==> src/rtl/sobel_edge_magnitude_stream_assert.svh <==
// ----------------------------------------------------------------------------
// Sobel edge magnitude assertion macros
// Shared concurrent assertion forms, clocked and disabled during reset.
// ----------------------------------------------------------------------------
`ifndef SOBEL_EDGE_MAGNITUDE_STREAM_ASSERT_SVH
`define SOBEL_EDGE_MAGNITUDE_STREAM_ASSERT_SVH

// same-cycle implication
`define SEM_ASSERT_IMPLIES(label, clk, rst, ante, cons) \
   label: assert property (@(posedge clk) disable iff (rst) (ante) |-> (cons)) \
      else $error("sem assertion failed");

// next-cycle implication
`define SEM_ASSERT_NEXT(label, clk, rst, ante, cons) \
   label: assert property (@(posedge clk) disable iff (rst) (ante) |=> (cons)) \
      else $error("sem assertion failed");

`endif

==> src/rtl/sem_pkg.sv <==
`timescale 1ns / 1ps
// ----------------------------------------------------------------------------
// Sobel edge magnitude package
// Sizes, register indexes, controller states and control bundles.
// ----------------------------------------------------------------------------
package sem_pkg;

   localparam int MAX_WIDTH  = 4096;
   localparam int MAX_HEIGHT = 4096;

   localparam int PIX_W      = 8;
   localparam int CFG_W      = 13;
   localparam int OUT_POS_W  = 12;
   localparam int COL_W      = $clog2(MAX_WIDTH);
   localparam int ROW_W      = $clog2(MAX_HEIGHT);
   localparam int CMP_W      = CFG_W + 1;
   localparam int LINE_W     = 2 * PIX_W;

   localparam int GRAD_W     = PIX_W + 3;
   localparam int PROD_W     = 2 * GRAD_W;
   localparam int ROOT_W     = 2 * PIX_W;
   localparam int ROOT_STEPS = ROOT_W / 2;
   localparam int STEP_CNT_W = $clog2(ROOT_STEPS);

   localparam int CSR_IDX_W  = 1;
   localparam logic [CSR_IDX_W-1:0] CSR_IMAGE_WIDTH  = CSR_IDX_W'(0);
   localparam logic [CSR_IDX_W-1:0] CSR_IMAGE_HEIGHT = CSR_IDX_W'(1);

   localparam logic [CFG_W-1:0] SIZE_MIN   = CFG_W'(3);
   localparam logic [CFG_W-1:0] WIDTH_MAX  = CFG_W'(MAX_WIDTH);
   localparam logic [CFG_W-1:0] HEIGHT_MAX = CFG_W'(MAX_HEIGHT);

   localparam logic [PROD_W-1:0]     ENERGY_SAT    = PROD_W'(65025);
   localparam logic [PIX_W-1:0]      MAG_MAX       = {PIX_W{1'b1}};
   localparam logic [ROOT_W-1:0]     ROOT_BIT_INIT = {2'b01, {(ROOT_W-2){1'b0}}};
   localparam logic [STEP_CNT_W-1:0] STEP_LAST     = STEP_CNT_W'(ROOT_STEPS - 1);

   typedef enum logic [5:0] {
      S_IDLE   = 6'b000001,
      S_LOAD   = 6'b000010,
      S_SQUARE = 6'b000100,
      S_PREP   = 6'b001000,
      S_ROOT   = 6'b010000,
      S_DONE   = 6'b100000
   } state_type;

   typedef struct packed {
      logic accept;
      logic load;
      logic square;
      logic prep;
      logic step;
      logic publish;
   } dp_cmd_type;

   typedef struct packed {
      logic emit;
      logic out_free;
   } dp_sts_type;

endpackage

==> src/rtl/sem_ctrl.sv <==
`timescale 1ns / 1ps
`include "sobel_edge_magnitude_stream_assert.svh"
// ----------------------------------------------------------------------------
// Sobel edge magnitude controller
// Sequences load, gradient, square, root and output steps for one beat.
// ----------------------------------------------------------------------------
module sem_ctrl (
   input  logic                clock,
   input  logic                reset,
   input  logic                req_valid,
   output logic                req_stall,
   input  sem_pkg::dp_sts_type sts,
   output sem_pkg::dp_cmd_type cmd
);
   import sem_pkg::*;

   state_type               state_ff, state_in;
   logic [STEP_CNT_W-1:0]   cnt_ff, cnt_in;

   always_comb begin
      state_in = state_ff;
      cnt_in   = cnt_ff;
      cmd      = '0;
      unique case (state_ff)
         S_IDLE: begin
            if (req_valid) begin
               cmd.accept = 1'b1;
               state_in   = S_LOAD;
            end
         end
         S_LOAD: begin
            cmd.load = 1'b1;
            state_in = sts.emit ? S_SQUARE : S_IDLE;
         end
         S_SQUARE: begin
            cmd.square = 1'b1;
            state_in   = S_PREP;
         end
         S_PREP: begin
            cmd.prep = 1'b1;
            cnt_in   = '0;
            state_in = S_ROOT;
         end
         S_ROOT: begin
            cmd.step = 1'b1;
            cnt_in   = cnt_ff + STEP_CNT_W'(1);
            if (cnt_ff == STEP_LAST) begin
               state_in = S_DONE;
            end
         end
         S_DONE: begin
            if (sts.out_free) begin
               cmd.publish = 1'b1;
               state_in    = S_IDLE;
            end
         end
         default: begin
            state_in = S_IDLE;
         end
      endcase
   end

   always_ff @(posedge clock) begin
      if (reset) begin
         state_ff <= S_IDLE;
         cnt_ff   <= '0;
      end else begin
         state_ff <= state_in;
         cnt_ff   <= cnt_in;
      end
   end

   assign req_stall = (state_ff != S_IDLE);

   `SEM_ASSERT_NEXT(a_accept_load, clock, reset, cmd.accept, state_ff == S_LOAD)
   `SEM_ASSERT_IMPLIES(a_publish_free, clock, reset, cmd.publish, sts.out_free)
   `SEM_ASSERT_NEXT(a_root_exit, clock, reset, state_ff == S_ROOT && cnt_ff == STEP_LAST, state_ff == S_DONE)

endmodule

==> config.mk <==
export PLATFORM = sky130hd
export DESIGN_NAME = sem_ctrl
export DESIGN_NICKNAME = d
export VERILOG_FILES = /design/src/rtl/sem_pkg.sv /design/src/rtl/sem_ctrl.sv
export VERILOG_INCLUDE_DIRS = /design/src /design/src/rtl
export SDC_FILE = /design/constraint.sdc
export NUM_CORES = 1
export LEC_CHECK = 0
export BUFFER_PORTS_ARGS = -buffer_cell sky130_fd_sc_hd__buf_2
export CAP_MARGIN = 10
export CORE_AREA = 2 2 39 41
export CTS_BUF_LIST = sky130_fd_sc_hd__clkbuf_8
export DETAILED_ROUTE_END_ITERATION = 10
export DIE_AREA = 0 0 41 43
export MAX_ROUTING_LAYER = met4
export PLACE_DENSITY_LB_ADDON = 0.05
export SYNTH_ARGS = -nofsm -noshare
export SYNTH_HDL_FRONTEND = slang
export SYNTH_SLANG_ARGS = --single-unit
==> constraint.sdc <==
create_clock -name clock -period 1.55 [get_ports clock]
set_input_delay 0.155 -clock clock [delete_from_list [all_inputs] [get_ports clock]]
set_output_delay 0.155 -clock clock [all_outputs]
set_load 0.02 [all_outputs]
==> results.md, run 1 <==
* Worst hold slack at 0.163 ns
* Design area at around 750 um^2
* RSZ-0062 raised after global routing: true
* Seq/Total Area, Yosys at 32.4%
* Total gr overflow at 0
* Die area at 1760 um^2
* Routed len/inst at around 14 um
* Syn nets at 67
* Commonest non-fill, non-tap cell in the layout: buf_2
* Start point of the worst hold path: sts[1]
* MaxCap Viol Count at 0
* Antenna violations before repair at 0
* Cell family with most CP delay: simple AND/OR/NAND/NOR gates
* Tightest Hold Check Type: in2reg
* First drt pass iteration count at 2
* Largest net degree at the start of global routing at 11
* Setup violators final at 0
* Syn Area/Cell at just over 9 um^2
* Area growth, synth to finish at 34.8%
* P_sw at around 0.48 mW
* Fillers at ~140
* Placed insts at 87
* Iter 0 DRT Violations at 4
* Ys async rst share at 0%
* Final Non-Filler Cells at a little over 90
* Layer with the highest usage: met2
* First-pass GRT wire length at 2.07 mm
* Vias per Instance at 5.48
* Crit end category: primary output
* Met1 Use GR at between 10% and 20%
* Synth cell types at 32
* Clk slew on worst S/H paths at roughly 0.050 ns
* Post-route ant nets at 0
* Pwr per Cell Area at between 1500 and 2000 nW/um^2
* Cell Area, Synth at 557 um^2
* CTS Hold Bufs at 0
* CTS max path bufs at 2
* Crit-path slowest cell: dfxtp_4
* Sink Count at 9
* Drt drc at 0
* Gpl congestion at roughly 0.69
* #FFs+latches synth at 9
* Slowest stage delay, CP at roughly 0.36 ns
* H-Tree Depth at 1
* Initial core utilization at approximately two fifths
* CTS tree: yes
* Peak VDD IR at 0.000831 V
* N_diodes at 0
* Clock Power Share at 21.8%
* Met2 usage at 29.7%
* FMAX at 665 MHz
* Final slew viol count at 0
* Final count of hold timing violations at 0
* Critical path launch point type: flop
* Comb pwr share at around 46%
* Final worst path period share at a little over nine tenths
* Via Count at 510
* GRT Resource Usage Total at 18.6%
* EDFF count, synth at 0
* P_int at about 0.75 mW
* Part of the power in registers at approximately 32%
* Root Buffer: clkbuf_8
* Met3 Use GR at roughly 7.9%
* Row cnt at 14
* Skew-Pair Late Insertion Delay at between 0.2 and 0.25 ns
* Critical Path, Cell by Cell: nor4_4 > nand3b_4 > nor2_2 > buf_4
* Nets at 85
* Buffers & Inverters on Critical Path at 1
* Arr. time, crit path at ~1.4 ns
* Share of layout cells above drive strength 1 at 40.3%
* Critical path peak fanout at 5
* Switching portion of total power at between 30% and 40%
* Slew HR at approximately two thirds
* Vias in the first global route at between 500 and 600
* Die Span X at slightly above 40 um
* Status: finished, final reports clean
* Reg2Reg Launch Point: state_ff[1]$_SDFFE_PP0P_
* DP Area at about 640 um^2
* Lkg Pwr at between 0.3 and 0.4 nW
* Die height at about 43 um
* CTS Buf Count at 3
* Tmin final at between 1.5 and 2 ns
* Crit path from: state_ff[1]$_SDFFE_PP0P_
* Core footprint at about 1400 um^2
* Pin slew with the least headroom to its limit at about 0.47 ns
* Final WL at between 1 and 1.5 mm
* CP required at around 1.4 ns
* Most frequent cells in the layout: buf_2, buf_4, nor2b_1
* Worst Clk Skew at 0.000418 ns
* Final Util at a little over half
* Top FF cell, synth: dfxtp_1
* IO Pins at 12
* Gate Count Post-Synth at 60
* Synth Warn # at 0
* WS Path Type: reg2out
* IO buf count at 11
* DP HPWL at approximately 940 um
[cell type report]
class	instances	area, um^2	share of cell area (%)
Sequential cell	9	189	25.2
Clock buffer	3	41.3	5.50
Tap cell	16	20.0	2.67
Timing Repair Buffer	15	90.1	12.0
Clock inverter	1	3.75	0.500
Inverter	3	11.3	1.50
Multi-Input combinational cell	46	395	52.7
[power groups by stage]
stage	Sequential (mW)	Clock, mW	Combinational (mW)
after floorplan	0.335	0	0.372
after global placement	0.364	0	0.486
after detailed placement	0.362	0	0.482
after CTS	0.362	0.279	0.503
after global routing	0.402	0.288	0.623
final	0.396	0.268	0.566
[worst register-to-register path, cell delays in order (launching register included)]
cell	delay, ns
dfxtp_4	0.36
nor4_4	0.36
nand3b_4	0.14
buf_4	0.18
o221ai_4	0.20
o211a_1	0.16
[what timing repair did]
| action | CTS | global route |
|---|---|---|
| endpoints found under the setup margin | 2 | 8 |
| resized for setup | 3 | 11 |
| buffers inserted | 1 | 1 |
| pin swaps | 2 | 3 |
[path summary, 6_finish.rpt]
check | cells after the start | to | slack (ns)
hold / removal | 3 | state_ff[2]$_SDFFE_PP0P_ | 0.16
setup reg to reg | 5 | state_ff[4]$_SDFFE_PP0P_ | 0.09
hold reg to reg | 2 | cnt_ff[1]$_SDFFE_PP0P_ | 0.54
setup / recovery | 4 | cmd[5] | 0.05
[flip-flops by register name, indices dropped and copies added, names as in the netlist]
signal	count
state_ff	6
cnt_ff	3
[per-stage QoR]
step	TNS [ns]	total power, mW	setup slack (ns)
after CTS	0	1.14	0.00393
after global placement	0	0.850	0.160
final	0	1.23	0.0460
after floorplan	0	0.707	0.165
after detailed placement	0	0.844	0.176
after global routing	-0.00922	1.31	-0.00526
[cells in the mapped netlist (2+ instances only)]
| master | number | area [um^2] |
|---|---|---|
| dfxtp_1 | 9 | 180 |
| nor2_1 | 5 | 18.8 |
| nor2b_1 | 5 | 31.3 |
| a2bb2oi_1 | 3 | 26.3 |
| nand2_1 | 3 | 11.3 |
| a31oi_1 | 2 | 12.5 |
| and2_1 | 2 | 12.5 |
| buf_2 | 2 | 10.0 |
| ha_1 | 2 | 25.0 |
| inv_1 | 2 | 7.51 |
| nor3_1 | 2 | 10.0 |
| nor3b_1 | 2 | 15.0 |
| o21ai_0 | 2 | 10.0 |
[routing by layer]
metal  routed length [um]  vias up  share of wire, %
li1                     -      255                 -
met1                  544      244                42
met2                  690        8                53
met3                   47        3               3.6
met4                   10        0              0.77
met5                    0        -                 0
[kinds of logic after synthesis]
| family | synth area share (%) |
|---|---|
| xor+xnor | 1.57 |
| buf+inv | 3.82 |
| simple gates | 34.6 |
| flops | 32.4 |
| compound gates | 23.1 |
| fa+ha+maj | 4.49 |
No activity file was read; power rests on OpenSTA's default activity.
==> inputs of run 2 (changes only) <==
--- a/config.mk
+++ b/config.mk
@@ -12,8 +12,10 @@
 export CTS_BUF_LIST = sky130_fd_sc_hd__clkbuf_8
 export DETAILED_ROUTE_END_ITERATION = 10
 export DIE_AREA = 0 0 41 43
+export GPL_TIMING_DRIVEN = 0
 export MAX_ROUTING_LAYER = met4
 export PLACE_DENSITY_LB_ADDON = 0.05
+export REMOVE_ABC_BUFFERS = 1
 export SYNTH_ARGS = -nofsm -noshare
 export SYNTH_HDL_FRONTEND = slang
 export SYNTH_SLANG_ARGS = --single-unit
==> run 2 against run 1 <==
Total power down 3.9%. Die area unchanged. Via count down 2.0%. Global-route usage down 0.62 points. Maximum frequency down 1.4%. Hold slack better by 0.0036 ns. Critical endpoint is now cmd[1]. Wire length down 9.7%. Worst setup slack worse by 0.021 ns. Critical path type unchanged. Clock-buffer cell count unchanged.
==> results.md, run 2 (synthesis results as in run 1) <==
* Vias in the first global route at 451 (-12%)
* Root Buffer: clkbuf_8
* Final count of hold timing violations at 0 (unchanged)
* Most frequent cells in the layout: buf_2, nor2b_1, nor2_1, dfxtp_2
* Area growth, synth to finish at 29.7%
* Die area at 1760 um^2 (unchanged)
* Arr. time, crit path at 1.37 ns (+0.02 ns)
* Clk slew on worst S/H paths at 0.05 ns (about the same)
* Vias per Instance at 5.56 (+1.3%)
* Pin slew with the least headroom to its limit at 0.286 ns (-0.184 ns)
* First drt pass iteration count at 3 (+1)
* Hold endpoint: state_ff[2]$_SDFFE_PP0P_
* Pwr per Cell Area at 1640 nW/um^2 (about the same)
* Iter 0 DRT Violations at 6 (+2)
* Die Span X at 41 um (unchanged)
* H-Tree Depth at 1 (unchanged)
* CTS max path bufs at 2 (unchanged)
* DP HPWL at 865 um (-7.8%)
* P_sw at 0.461 mW (-3.2%)
* Setup violators final at 0 (unchanged)
* Skew-Pair Late Insertion Delay at 0.24 ns (about the same)
* RSZ-0062 raised after global routing: true
* Worst Clk Skew at 0.00204 ns (+0.00162 ns)
* Critical path peak fanout at 5 (unchanged)
* MaxCap Viol Count at 0 (unchanged)
* Clock Power Share at 23.3% (+1.5 points)
* Sink Count at 9 (unchanged)
* Start point of the worst hold path: sts[1]
* Die height at 43 um (unchanged)
* IO buf count at 11 (unchanged)
* CTS tree: yes
* Peak VDD IR at 0.000827 V (-0.56%)
* Top flop regs: state_ff (6), cnt_ff (3)
* Comb pwr share at 44.2% (-1.8 points)
* CTS Buf Count at 3 (unchanged)
* P_int at 0.721 mW (-4.3%)
* Row cnt at 14 (unchanged)
* Via Count at 500 (-2.0%)
* CP required at 1.39 ns (about the same)
* Final worst path period share at 98.4% (+1.4 points)
* R2R Setup Slk at 0.17 ns (+0.08 ns)
* Final WL at 1.17 mm (-9.7%)
* Core footprint at 1380 um^2 (unchanged)
* Lkg Pwr at 0.342 nW (-4.4%)
* Initial core utilization at 40.2% (unchanged)
* Slew HR at 80.8% (+12 points)
* Status: finished, final reports clean
* RR Endpoint: state_ff[4]$_SDFFE_PP0P_
* Part of the power in registers at 32.6% (+0.4 points)
* Routed len/inst at 13.0 um (-6.7%)
* FMAX at 656 MHz (-1.4%)
* Final slew viol count at 0 (unchanged)
* GRT Resource Usage Total at 18.0% (-0.62 points)
* CTS Hold Bufs at 0 (unchanged)
* IO Pins at 12 (unchanged)
* Total power at 1.18 mW (-3.9%)
* Total gr overflow at 0 (unchanged)
* Reg with most FFs: state_ff
* Critical path launch point type: flop
* Reg2Reg Depth at 4 (-1)
* Tmin final at 1.53 ns (+0.0212 ns)
* Largest net degree at the start of global routing at 15 (+4)
* WS Path Type: reg2out
* Commonest non-fill, non-tap cell in the layout: buf_2
* Switching portion of total power at 39.0% (+0.28 points)
* Crit end category: primary output
* Reg2Reg Launch Point: state_ff[2]$_SDFFE_PP0P_
* Final Util at 52.2% (-2.1 points)
* Antenna violations before repair at 0 (unchanged)
* Nets at 82 (-3.5%)
* Tightest Hold Check Type: in2reg
* Drt drc at 0 (unchanged)
* Post-route ant nets at 0 (unchanged)
* Hold path cells at 3 (unchanged)
* Gpl congestion at 0.794 (+14%)
* First-pass GRT wire length at 2.00 mm (-3.3%)
* Share of layout cells above drive strength 1 at 39.2% (-1.1 points)
* N_diodes at 0 (unchanged)
* Largest register FFs at 6 (unchanged)
-- run 2: cell count changes in the layout (fill, tap and decap cells not counted) --
| cell | delta |
|---|---|
| nor2_1 | +1 |
| dfxtp_1 | -1 |
| inv_2 | +1 |
| nor4_4 | -1 |
| buf_4 | -4 |
| clkinv_1 | -1 |
| nor2_2 | -1 |
| dfxtp_2 | +1 |
| buf_6 | +1 |
| nor4_2 | +1 |
-- run 2: worst max path at each step --
| stage | from | to | slack (ns) |
|---|---|---|---|
| final | state_ff[2]$_SDFFE_PP0P_ | cmd[1] | 0.02 |
| after global routing | state_ff[2]$_SDFFE_PP0P_ | cmd[5] | -0.03 |
| after CTS | state_ff[2]$_SDFFE_PP0P_ | cmd[5] | -0.01 |
| after detailed placement | state_ff[1]$_SDFFE_PP0P_ | cmd[2] | 0.13 |
| after global placement | state_ff[1]$_SDFFE_PP0P_ | cmd[2] | 0.12 |
| after floorplan | state_ff[1]$_SDFFE_PP0P_ | cmd[5] | 0.16 |
-- run 2: critical path: stages, from the launching register on --
cell,delay (ns)
dfxtp_4,0.36
nor4_4,0.34
nand3b_1,0.21
inv_2,0.10
buf_6,0.11
-- run 2: per-stage QoR --
step	hold WS, ns	setup TNS [ns]	instance area, um^2	instances	setup WS (ns)
3_3_place_gp	0.415	0	622	85	0.119
3_5_place_dp	0.421	0	622	85	0.126
5_1_grt	0.189	-0.0502	722	90	-0.0276
2_1_floorplan	0.227	0	547	58	0.165
4_1_cts	0.169	-0.0267	684	90	-0.0140
6_report	0.167	0	722	90	0.0248
-- run 2: layer usage --
| layer | routed length, um | GRT usage (%) | part of all wire, % | vias to the layer above |
|---|---|---|---|---|
| met2 | 523 | 21.9 | 45 | 11 |
| met1 | 541 | 24.0 | 46 | 233 |
| met4 | 46 | 14.0 | 3.9 | 0 |
| met3 | 55 | 4.71 | 4.7 | 5 |
| li1 | - | - | - | 251 |
| met5 | 0 | - | 0 | - |
-- run 2: final cells by class --
| class | instances | area [um^2] |
|---|---|---|
| fill | 134 | 662 |
| timing repair buffer | 12 | 71.3 |
| clock inverter | 1 | 3.75 |
| multi-input combinational | 46 | 384 |
| sequential | 9 | 190 |
| tap | 16 | 20.0 |
| inverter | 3 | 11.3 |
| clock buffer | 3 | 41.3 |
-- run 2: power groups by stage --
stage,Sequential (mW),Combinational [mW],Clock [mW]
after CTS,0.370,0.492,0.283
after floorplan,0.345,0.357,0
after detailed placement,0.361,0.457,0
final,0.385,0.523,0.275
after global placement,0.362,0.451,0
after global routing,0.395,0.586,0.292
-- run 2: repair_timing --
item                       4_1_cts  5_1_grt
resized for setup                2       13
pin swaps                        1        3
setup endpoints to repair        4        9
hold endpoints to repair         0        0
setup buffers                    1        0
